===== config.mk =====
export PLATFORM = sky130hd
export DESIGN_NAME = cosine_similarity_stream_unit
export DESIGN_NICKNAME = d
export VERILOG_FILES = /design/src/hw/rtl/css_pkg.sv /design/src/hw/rtl/cosine_similarity_stream_unit.sv /design/src/hw/rtl/css_ctrl.sv /design/src/hw/rtl/css_datapath.sv
export SDC_FILE = /design/constraint.sdc
export NUM_CORES = 2
export LEC_CHECK = 0
export ABC_AREA = 0
export BUFFER_PORTS_ARGS = -buffer_cell sky130_fd_sc_hd__buf_2
export CORE_MARGIN = 10
export CORE_UTILIZATION = 58
export CTS_CLUSTER_DIAMETER = 30
export DETAILED_ROUTE_END_ITERATION = 12
export PLACE_DENSITY = 0.74
export SLEW_MARGIN = 20
export SYNTH_ARGS = -nofsm -noshare
export SYNTH_HDL_FRONTEND = slang
export SYNTH_SLANG_ARGS = --single-unit

===== constraint.sdc =====
create_clock -name clk -period 8.41 [get_ports clk]
set_clock_uncertainty 0.15 [all_clocks]
set_input_delay 1.682 -clock clk [delete_from_list [all_inputs] [get_ports clk]]
set_output_delay 1.682 -clock clk [all_outputs]
set_load 0.1 [all_outputs]

===== src/hw/rtl/css_pkg.sv =====
// Shared types and constants for the cosine similarity stream unit.
package css_pkg;

    localparam int COS_W    = 16;
    localparam int COS_FRAC = 14;
    localparam logic [COS_W-1:0] COS_ONE = 16'd16384;

    typedef enum logic [1:0] {
        ST_OK   = 2'd0,
        ST_ZERO = 2'd1,
        ST_OVER = 2'd2
    } status_code_t;

    typedef enum logic [3:0] {
        S_ACC,
        S_DRAIN,
        S_SQA_LD,
        S_SQA,
        S_SQB_LD,
        S_SQB,
        S_MUL,
        S_DV_LD,
        S_DV,
        S_FIN
    } state_t;

    typedef struct packed {
        logic take_pair;
        logic sq_load_a;
        logic sq_load_b;
        logic sq_step;
        logic mul_go;
        logic dv_load;
        logic dv_step;
        logic finish;
    } cmd_t;

    typedef struct packed {
        logic sq_last;
        logic dv_last;
    } sts_t;

endpackage


===== src/hw/rtl/cosine_similarity_stream_unit.sv =====
// Top level of the streaming cosine similarity unit.
//
// Input channel: one beat carries a_elem and b_elem (signed Q8.8) and
// last_pair; a beat moves when in_valid is high and in_stall is low.
// Pairs are taken one per cycle while a vector pair is accumulating.
// Output channel: one beat (cosine in signed Q1.14, status) per beat
// marked last_pair; it moves when out_valid is high and out_stall is low.
// After the last beat of a vector pair the sequencer runs two square roots
// of RT_W steps each, one length multiply and a bit-serial divide of NW
// steps, with SUM_W = 2*ELEM_WIDTH + clog2(MAX_LEN) + 1, RT_W =
// ceil(SUM_W/2) and NW = SUM_W + 14. in_stall is high for that whole
// sequence. A held result does not stop the next vector pair from
// accumulating; only its final load waits on out_stall.
// Reset clears all sums, the pair count and the overflow flag, and drops
// any result still waiting on the output.
module cosine_similarity_stream_unit
    import css_pkg::*;
#(
    parameter int MAX_LEN    = 1024,
    parameter int ELEM_WIDTH = 16
)
(
    input  logic                         clk,
    input  logic                         rst_n,
    input  logic                         in_valid,
    output logic                         in_stall,
    input  logic signed [ELEM_WIDTH-1:0] a_elem,
    input  logic signed [ELEM_WIDTH-1:0] b_elem,
    input  logic                         last_pair,
    output logic                         out_valid,
    input  logic                         out_stall,
    output logic signed [COS_W-1:0]      cosine,
    output logic [1:0]                   status
);

    cmd_t cmd;
    sts_t sts;

    css_ctrl u_ctrl
    (
        .clk       (clk),
        .rst_n     (rst_n),
        .in_valid  (in_valid),
        .last_pair (last_pair),
        .in_stall  (in_stall),
        .out_valid (out_valid),
        .out_stall (out_stall),
        .sts       (sts),
        .cmd       (cmd)
    );

    css_datapath #(
        .MAX_LEN    (MAX_LEN),
        .ELEM_WIDTH (ELEM_WIDTH)
    ) u_datapath
    (
        .clk    (clk),
        .rst_n  (rst_n),
        .a_elem (a_elem),
        .b_elem (b_elem),
        .cmd    (cmd),
        .sts    (sts),
        .cosine (cosine),
        .status (status)
    );

endmodule


===== src/hw/rtl/css_ctrl.sv =====
// Sequencer for accumulation, square roots, length product and division.
module css_ctrl
    import css_pkg::*;
(
    input  logic clk,
    input  logic rst_n,
    input  logic in_valid,
    input  logic last_pair,
    output logic in_stall,
    output logic out_valid,
    input  logic out_stall,
    input  sts_t sts,
    output cmd_t cmd
);

    state_t state_reg;
    state_t state_next;
    logic   out_valid_reg;
    logic   out_valid_next;
    logic   out_free;

    assign out_free = !out_valid_reg || !out_stall;

    always_comb
    begin
        state_next = state_reg;
        unique case (state_reg)
            S_ACC:
            begin
                if (in_valid && last_pair)
                begin
                    state_next = S_DRAIN;
                end
            end
            S_DRAIN:  state_next = S_SQA_LD;
            S_SQA_LD: state_next = S_SQA;
            S_SQA:
            begin
                if (sts.sq_last)
                begin
                    state_next = S_SQB_LD;
                end
            end
            S_SQB_LD: state_next = S_SQB;
            S_SQB:
            begin
                if (sts.sq_last)
                begin
                    state_next = S_MUL;
                end
            end
            S_MUL:    state_next = S_DV_LD;
            S_DV_LD:  state_next = S_DV;
            S_DV:
            begin
                if (sts.dv_last)
                begin
                    state_next = S_FIN;
                end
            end
            S_FIN:
            begin
                if (out_free)
                begin
                    state_next = S_ACC;
                end
            end
            default:  state_next = S_ACC;
        endcase
    end

    always_comb
    begin
        cmd       = '0;
        in_stall  = 1'b1;
        unique case (state_reg)
            S_ACC:
            begin
                in_stall      = 1'b0;
                cmd.take_pair = in_valid;
            end
            S_SQA_LD: cmd.sq_load_a = 1'b1;
            S_SQA:    cmd.sq_step   = 1'b1;
            S_SQB_LD: cmd.sq_load_b = 1'b1;
            S_SQB:    cmd.sq_step   = 1'b1;
            S_MUL:    cmd.mul_go    = 1'b1;
            S_DV_LD:  cmd.dv_load   = 1'b1;
            S_DV:     cmd.dv_step   = 1'b1;
            S_FIN:    cmd.finish    = out_free;
            default:  cmd           = '0;
        endcase
    end

    always_comb
    begin
        out_valid_next = out_valid_reg;
        if (cmd.finish)
        begin
            out_valid_next = 1'b1;
        end
        else if (!out_stall)
        begin
            out_valid_next = 1'b0;
        end
    end

    assign out_valid = out_valid_reg;

    always_ff @(posedge clk or negedge rst_n)
    begin
        if (!rst_n)
        begin
            state_reg     <= S_ACC;
            out_valid_reg <= 1'b0;
        end
        else
        begin
            state_reg     <= state_next;
            out_valid_reg <= out_valid_next;
        end
    end

endmodule


===== src/hw/rtl/css_datapath.sv =====
// Sums, shared square root unit, length multiplier and serial divider.
module css_datapath
    import css_pkg::*;
#(
    parameter int MAX_LEN    = 1024,
    parameter int ELEM_WIDTH = 16
)
(
    input  logic                         clk,
    input  logic                         rst_n,
    input  logic signed [ELEM_WIDTH-1:0] a_elem,
    input  logic signed [ELEM_WIDTH-1:0] b_elem,
    input  cmd_t                         cmd,
    output sts_t                         sts,
    output logic signed [COS_W-1:0]      cosine,
    output logic [1:0]                   status
);

    localparam int PW    = 2 * ELEM_WIDTH;
    localparam int CNT_W = $clog2(MAX_LEN + 1);
    localparam int SUM_W = PW + $clog2(MAX_LEN) + 1;
    localparam int RT_W  = (SUM_W + 1) / 2;
    localparam int SQ_W  = 2 * RT_W;
    localparam int RW    = RT_W + 2;
    localparam int DW    = 2 * RT_W;
    localparam int NW    = SUM_W + COS_FRAC;
    localparam int SQ_CW = $clog2(RT_W);
    localparam int DV_CW = $clog2(NW);

    logic signed [PW-1:0]    prod_ab_reg;
    logic [PW-1:0]           prod_aa_reg;
    logic [PW-1:0]           prod_bb_reg;
    logic                    prod_valid_reg;
    logic signed [SUM_W-1:0] dot_reg;
    logic [SUM_W-1:0]        na_reg;
    logic [SUM_W-1:0]        nb_reg;
    logic [CNT_W-1:0]        cnt_reg;
    logic                    ovf_reg;

    logic [SQ_W-1:0]         sq_val_reg;
    logic [RW-1:0]           sq_rem_reg;
    logic [RT_W-1:0]         sq_root_reg;
    logic [SQ_CW-1:0]        sq_cnt_reg;
    logic [RT_W-1:0]         len_a_reg;
    logic [DW-1:0]           den_reg;

    logic [NW-1:0]           dv_num_reg;
    logic [DW-1:0]           dv_rem_reg;
    logic [NW-1:0]           dv_q_reg;
    logic [DV_CW-1:0]        dv_cnt_reg;
    logic                    neg_reg;

    logic signed [COS_W-1:0] cosine_reg;
    logic [1:0]              status_reg;

    logic [RW-1:0]           sq_sh;
    logic [RW-1:0]           sq_trial;
    logic [DW:0]             dv_sh;
    logic [DW:0]             dv_den;
    logic [SUM_W-1:0]        dot_mag;
    logic                    len_zero;
    logic [COS_W-1:0]        q_clamp;
    status_code_t            st_code;

    assign sq_sh    = {sq_rem_reg[RT_W-1:0], sq_val_reg[SQ_W-1 -: 2]};
    assign sq_trial = {sq_root_reg, 2'b01};
    assign dv_den   = {1'b0, den_reg};
    assign dv_sh    = {dv_rem_reg, dv_num_reg[NW-1]};
    assign dot_mag  = dot_reg[SUM_W-1] ? SUM_W'(-dot_reg) : SUM_W'(dot_reg);
    assign len_zero = (len_a_reg == '0) || (sq_root_reg == '0);
    assign q_clamp  = (dv_q_reg > NW'(COS_ONE)) ? COS_ONE : dv_q_reg[COS_W-1:0];

    assign sts.sq_last = (sq_cnt_reg == SQ_CW'(RT_W - 1));
    assign sts.dv_last = (dv_cnt_reg == DV_CW'(NW - 1));

    always_comb
    begin
        if (ovf_reg)
        begin
            st_code = ST_OVER;
        end
        else if (len_zero)
        begin
            st_code = ST_ZERO;
        end
        else
        begin
            st_code = ST_OK;
        end
    end

    always_ff @(posedge clk or negedge rst_n)
    begin
        if (!rst_n)
        begin
            prod_valid_reg <= 1'b0;
            dot_reg        <= '0;
            na_reg         <= '0;
            nb_reg         <= '0;
            cnt_reg        <= '0;
            ovf_reg        <= 1'b0;
        end
        else if (cmd.finish)
        begin
            prod_valid_reg <= 1'b0;
            dot_reg        <= '0;
            na_reg         <= '0;
            nb_reg         <= '0;
            cnt_reg        <= '0;
            ovf_reg        <= 1'b0;
        end
        else
        begin
            prod_valid_reg <= 1'b0;
            if (cmd.take_pair)
            begin
                if (cnt_reg != CNT_W'(MAX_LEN))
                begin
                    prod_valid_reg <= 1'b1;
                    cnt_reg        <= cnt_reg + 1'b1;
                end
                else
                begin
                    ovf_reg <= 1'b1;
                end
            end
            if (prod_valid_reg)
            begin
                dot_reg <= dot_reg + SUM_W'(prod_ab_reg);
                na_reg  <= na_reg + SUM_W'(prod_aa_reg);
                nb_reg  <= nb_reg + SUM_W'(prod_bb_reg);
            end
        end
    end

    always_ff @(posedge clk)
    begin
        if (cmd.take_pair)
        begin
            prod_ab_reg <= PW'(a_elem) * PW'(b_elem);
            prod_aa_reg <= PW'(a_elem) * PW'(a_elem);
            prod_bb_reg <= PW'(b_elem) * PW'(b_elem);
        end

        if (cmd.sq_load_a || cmd.sq_load_b)
        begin
            sq_val_reg  <= cmd.sq_load_b ? SQ_W'(nb_reg) : SQ_W'(na_reg);
            sq_rem_reg  <= '0;
            sq_root_reg <= '0;
            sq_cnt_reg  <= '0;
        end
        else if (cmd.sq_step)
        begin
            sq_val_reg <= sq_val_reg << 2;
            sq_cnt_reg <= sq_cnt_reg + 1'b1;
            if (sq_sh >= sq_trial)
            begin
                sq_rem_reg  <= sq_sh - sq_trial;
                sq_root_reg <= {sq_root_reg[RT_W-2:0], 1'b1};
            end
            else
            begin
                sq_rem_reg  <= sq_sh;
                sq_root_reg <= {sq_root_reg[RT_W-2:0], 1'b0};
            end
        end

        if (cmd.sq_load_b)
        begin
            len_a_reg <= sq_root_reg;
        end

        if (cmd.mul_go)
        begin
            den_reg <= DW'(len_a_reg) * DW'(sq_root_reg);
        end

        if (cmd.dv_load)
        begin
            dv_num_reg <= NW'(dot_mag) << COS_FRAC;
            dv_rem_reg <= '0;
            dv_q_reg   <= '0;
            dv_cnt_reg <= '0;
            neg_reg    <= dot_reg[SUM_W-1];
        end
        else if (cmd.dv_step)
        begin
            dv_num_reg <= dv_num_reg << 1;
            dv_cnt_reg <= dv_cnt_reg + 1'b1;
            if (dv_sh >= dv_den)
            begin
                dv_rem_reg <= DW'(dv_sh - dv_den);
                dv_q_reg   <= {dv_q_reg[NW-2:0], 1'b1};
            end
            else
            begin
                dv_rem_reg <= dv_sh[DW-1:0];
                dv_q_reg   <= {dv_q_reg[NW-2:0], 1'b0};
            end
        end

        if (cmd.finish)
        begin
            status_reg <= st_code;
            if (len_zero)
            begin
                cosine_reg <= '0;
            end
            else if (neg_reg)
            begin
                cosine_reg <= -signed'(q_clamp);
            end
            else
            begin
                cosine_reg <= signed'(q_clamp);
            end
        end
    end

    assign cosine = cosine_reg;
    assign status = status_reg;

endmodule

Word-level counts from Yosys, hierarchy flattened
Index checks and enable logic that the tools add are counted.
{"block": "word_totals", "mem_count": 0, "out_inout_bits": 20, "mem_bits_ro": 0, "register_bits": 571, "latch_bits": 0, "mem_bits_rw": 0}
{"block": "op_classes", "shift": 0, "div": 0, "mux": 45, "bitwise": 0, "n_eq_ne": 19, "n_reduce_logical": 18, "add_sub_neg": 10, "n_lt_le_gt_ge": 3, "mul": 4}
{"operator": "$mux 43", "n": 8}
{"operator": "$mux 44", "n": 3}
{"operator": "$add 43x32->43", "n": 3}
{"operator": "$mux 57", "n": 2}
{"operator": "$mul 16x16->32", "n": 3}
{"operator": "$gt 57x15->1 const B", "n": 1}
{"operator": "$ge 45x44->1", "n": 1}
{"operator": "$logic_not 22->1", "n": 2}
{"operator": "$mul 22x22->44", "n": 1}
{"operator": "$sub 44x44->44", "n": 1}
{"operator": "$neg 43->43", "n": 1}
{"operator": "$pmux 4 s10", "n": 1}
{"operator": "$mux 11", "n": 3}
{"operator": "$mux 16", "n": 2}
{"operator": "$ge 24x24->1", "n": 1}
{"operator": "$mux 22", "n": 1}
{"operator": "$sub 22x22->22", "n": 1}
{"operator": "$mux 1", "n": 20}
{"operator": "$mux 4", "n": 5}
{"operator": "$eq 4x3->1 const B", "n": 4}
{"operator": "$neg 16->16", "n": 1}
{"operator": "$add 11x1->11 const B", "n": 1}
{"operator": "$ne 11x11->1 const B", "n": 1}
{"operator": "$reduce_bool 2->1", "n": 5}
{"operator": "other kinds (16)", "n": 27}

Depth between registers and ports, before layout
{"block": "depth", "ltp_word": 5, "ltp_mapped": 27, "depth_no_buf": 25}

Cells and area by module
A second synthesis with hierarchy kept.
{"block": "unflattened", "hier_cells": 8122, "hier_area_um2": 75158.3}
{"module": "css_datapath", "area_each_um2": 74785.5, "cells_each": 8074, "seq_area_each_um2": 14664.1, "n_inst": 1}
{"module": "css_ctrl", "area_each_um2": 372.9, "cells_each": 48, "seq_area_each_um2": 125.1, "n_inst": 1}

Least setup slack after synthesis
OpenSTA, ideal clock, no wires.
{"block": "synth_path", "kind": "input to register", "from": "input port b_elem[15]", "to": "register u_datapath.prod_bb_reg[31] (data pin)", "arrival_time_ps": 7829, "required_ps": 8000, "slack_ps": 171, "path_stages": 25, "n_path_buf": 2, "path_cell_list": "clkbuf_1 > buf_1 > nand2_1 > fa_1 > inv_1 > fa_1 > inv_1 > fa_1 > inv_1 > fa_1 > inv_1 > fa_1 > inv_1 > fa_1 > ha_1 > nand4_1 > or2_2 > a2111oi_0 > o2111ai_1 > a311oi_1 > nand3_1 > a21o_1 > o21bai_1 > a21oi_1 > xnor2_1"}
{"block": "synth_between", "elab_chain_len": 1}
{"item": "start: declaration", "line_no": "cosine_similarity_stream_unit.sv:28", "text": "input logic signed [ELEM_WIDTH-1:0] b_elem,"}
{"item": "$mul 16x16->32", "line_no": "css_datapath.sv:142", "text": "prod_bb_reg <= PW'(b_elem) * PW'(b_elem);"}
{"item": "end signal: assignment", "line_no": "css_datapath.sv:142"}
{"item": "end: declaration", "line_no": "css_datapath.sv:32", "text": "logic [PW-1:0] prod_bb_reg;"}
Every way passes these cells.
A chain may end at the register's enable or synchronous reset.

Worst setup path after layout
{"block": "layout_path", "from": "register u_datapath.len_a_reg[4]", "to": "register u_datapath.den_reg[42] (data pin)"}
{"block": "layout_between", "elab_chain_len": 1}
{"item": "start: declaration", "line_no": "css_datapath.sv:44", "text": "logic [RT_W-1:0] len_a_reg;"}
{"item": "start signal: assignment", "line_no": "css_datapath.sv:170", "text": "len_a_reg <= sq_root_reg;"}
{"item": "$mul 22x22->44", "line_no": "css_datapath.sv:175", "text": "den_reg <= DW'(len_a_reg) * DW'(sq_root_reg);"}
{"item": "end signal: assignment", "line_no": "css_datapath.sv:175"}
{"item": "end: declaration", "line_no": "css_datapath.sv:45", "text": "logic [DW-1:0] den_reg;"}
Every way passes these cells.

==> results.yml <==
outcome:
  status: "finished clean"
worst_setup_path:
  cp.arrival_ns: 8.28
  crit_chain: "and2_1 > fa_1 > inv_1 > fa_1 > fa_1 > inv_1 > fa_1 > fa_1 > fa_1 > fa_1 > ha_1 > a2111oi_0 > o21ai_0 > o2111ai_1 > nand2_1 > o311ai_0 > buf_4 > a21oi_1 > o21a_1 > o21ai_0 > mux2i_1 > o2111ai_1"
  start_kind: "flop"
  r2r_cells: 22
  cp_top_family: "adder cells"
  setup.worst_path.class: "flop to flop"
  max_stage_delay_ns: 1.03
  reg2reg_from: "u_datapath.len_a_reg[4]"
  crit_top_cell: "fa_1"
  critPathSlowestCell: "edfxtp_1"
  crit_fanout: 23
  cp.required_ns: 8.68
  crit_path_end_kind: "flop"
  r2r_end: "u_datapath.den_reg[42]"
  reg2reg_slack_ns: 0.40
  critPathBufInv: 3
cells_and_area:
  drive_gt1_share_pct: 6.758
  final_cell_mix: "inv_1, fa_1, nand2_1"
  layout-area-overhead-vs-synth_pct: 8.953
  fin_cells: 9919
  largest_reg_flops: 57
  final_common_cell: "inv_1"
  filler_cell_count: 10384
  finalNetCount: 9927
  final_core_util_pct: 63.73
  diodes: 0
grt:
  grt_overflow_total: 0
  grt_pass1_wl_microns: 312200
  grt_start_max_net_pins: 103
  antenna_found_initial: 0
  grt_pass1_vias: 59443
  track_usage_pct: 27.09
yosys:
  syn_area_sq_um: 74680
  synth_edf_count: 266
  synth_warnings: 0
  synthFlopType: "edfxtp_1"
  ys_ff_latch: 569
  seq_area_frac_synth_pct: 19.80
  synth_cells: 8118
  synthDistinctLibCells: 79
  synth_nets: 9879
  postSynth.asyncResetShare_pct: 25.83
  avgSynthCellArea_sq_um: 9.200
timing:
  fin_crit_sh_pct: 95.23
  worstMarginPinSlew_ns: 1.107
  grt_setup_unrepaired: "false"
  hold_ws_ns: 0.3029
  fin_crit_ns: 8.009
  finalSetupViolCount: 0
  hold_viol_final: 0
  slew_violations: 0
  slew_headroom_pct: 26.22
  timing.fmax_mhz: 124.9
  tns_ns: 0
job:
  drv_cap: 0
die:
  start_util_pct: 58.49
  die_h_microns: 378.8
  die_x_microns: 378.8
  core-area_sq_um: 127700
  die_area_sq_um: 143500
  io_pins: 57
  rows: 131
clock_tree:
  cts_sinks: 569
  cts.htree.levels: 3
  clockBufferDepth: 3
  cts_made_buffers: 105
  clkTransAtPathRegs_ns: 0.06
  tritoncts: "built"
  cts-root-buf: "clkbuf_16"
  insertion_delay_ns: 0.70
min_path:
  min_from: "u_datapath.dv_q_reg[27]"
  hold_path.class: "flop to flop"
  hold_path_end: "u_datapath.dv_q_reg[28]"
  holdPathStages: 2
place:
  dp.cells: 9709
  dp.final_hpwl_microns: 149700
  port_buffers: 56
  gp_congestion: 0.9810
power_and_ir_drop:
  p_total_mw: 29.98
  vdd_drop_max_mv: 0.7174
  p_leak_nw: 38.84
  power_density_nw_per_um2: 368.5
route:
  wl_microns: 190100
  post-route-drc-count: 0
  wl_per_cell_microns: 19.17
  drt.antenna.violating_nets: 0
  vias_per_cell: 5.634
  drtIter0Drc: 3936
  dr_total_vias: 55887
  dr.pass1.iters: 6
cell type report:
cell class	count	area [sq um]	share of cell area, %
tap	1662	2079	2.556
timing repair buffer	300	2222	2.731
inverter	1465	5502	6.761
sequential	569	14800	18.19
multi-input combinational	5725	53110	65.27
clock buffer	110	2676	3.289
clock inverter	88	978.4	1.202
power breakdown:
part / internal (mW) / switching (mW)
registers: 4.02 / 0.0000000000000000273
logic: 9.08 / 12.6
clock network: 2.64 / 1.65
total: 15.7 / 14.3
synth_stat cells, types with 19 or more instances:
| library cell | number | area [sq um] |
|---|---|---|
| nor2_1 | 384 | 1441 |
| nand3_1 | 135 | 675.7 |
| xnor2_1 | 221 | 1936 |
| dfxtp_1 | 156 | 3123 |
| inv_1 | 1455 | 5461 |
| buf_1 | 23 | 86.33 |
| o211ai_1 | 19 | 142.6 |
| a21oi_1 | 349 | 1747 |
| a211oi_1 | 36 | 270.3 |
| and3_1 | 38 | 237.7 |
| edfxtp_1 | 266 | 7988 |
| dfrtp_1 | 147 | 3679 |
| mux2i_1 | 138 | 1381 |
| o21a_1 | 45 | 337.8 |
| a21o_1 | 154 | 1156 |
| nor3_1 | 47 | 235.2 |
| fa_1 | 1141 | 22840 |
| a31oi_1 | 39 | 244.0 |
| nor2b_1 | 44 | 275.3 |
| nand4_1 | 47 | 294.0 |
| o21bai_1 | 40 | 300.3 |
| o21ai_0 | 341 | 1707 |
| ha_1 | 583 | 7295 |
| o31ai_1 | 29 | 217.7 |
| xor2_1 | 143 | 1252 |
| and2_1 | 451 | 2821 |
| or3_1 | 23 | 143.9 |
| clkbuf_1 | 335 | 1257 |
| nand2b_1 | 56 | 350.3 |
| nand2_1 | 965 | 3622 |
| nor4_1 | 29 | 181.4 |
cell families after synthesis:
kind of cell / Yosys count / share of synthesized area [%]
AND/OR/NAND/NOR: 2293 / 14.56
buffers and inverters: 1824 / 9.169
adder cells (fa/ha/maj): 1724 / 40.35
AO/OA/AOI/OAI: 1203 / 9.955
flip-flops: 569 / 19.80
XOR/XNOR: 364 / 4.269
multiplexers: 141 / 1.895
worst min-delay path, cell delays in order (launching register included):
cell     delay, ns
dfxtp_1       0.32
nand2_1       0.05
nand2_1       0.04
stage by stage:
step / worst slack (ns) / instance area (sq um)
finish: 0.4013 / 81370
global route: 0.002442 / 81370
CTS: 0.2633 / 81250
detailed placement: -0.2020 / 77600
global placement: -0.1404 / 77600
floorplan: 0.1714 / 74680
how the worst max path moves through the flow:
stage	start	endpoint	slack (ns)	cells past startpoint
after floorplan	b_elem[15]	u_datapath.prod_bb_reg[31]	0.17	25
final	u_datapath.len_a_reg[4]	u_datapath.den_reg[42]	0.40	22
after CTS	u_datapath.sq_root_reg[9]	u_datapath.den_reg[42]	0.26	23
after detailed placement	b_elem[6]	u_datapath.prod_bb_reg[31]	-0.20	25
after global routing	u_datapath.len_a_reg[4]	u_datapath.den_reg[42]	0.002	22
after global placement	b_elem[7]	u_datapath.prod_bb_reg[31]	-0.14	25
what timing repair did:
item,in CTS,in global routing
buffers inserted,0,11
setup endpoints to repair,0,3
hold buffers,0,0
gates resized for setup,0,8
routing by layer:
| metal | routed length (microns) | track usage, % | up-vias |
|---|---|---|---|
| met5 | 0 | 0 | - |
| li1 | - | - | 25964 |
| met1 | 76690 | 33.75 | 27618 |
| met3 | 10500 | 3.537 | 554 |
| met4 | 10770 | 13.62 | 0 |
| met2 | 92160 | 46.24 | 1751 |
Power figures use the tool's default switching activity.
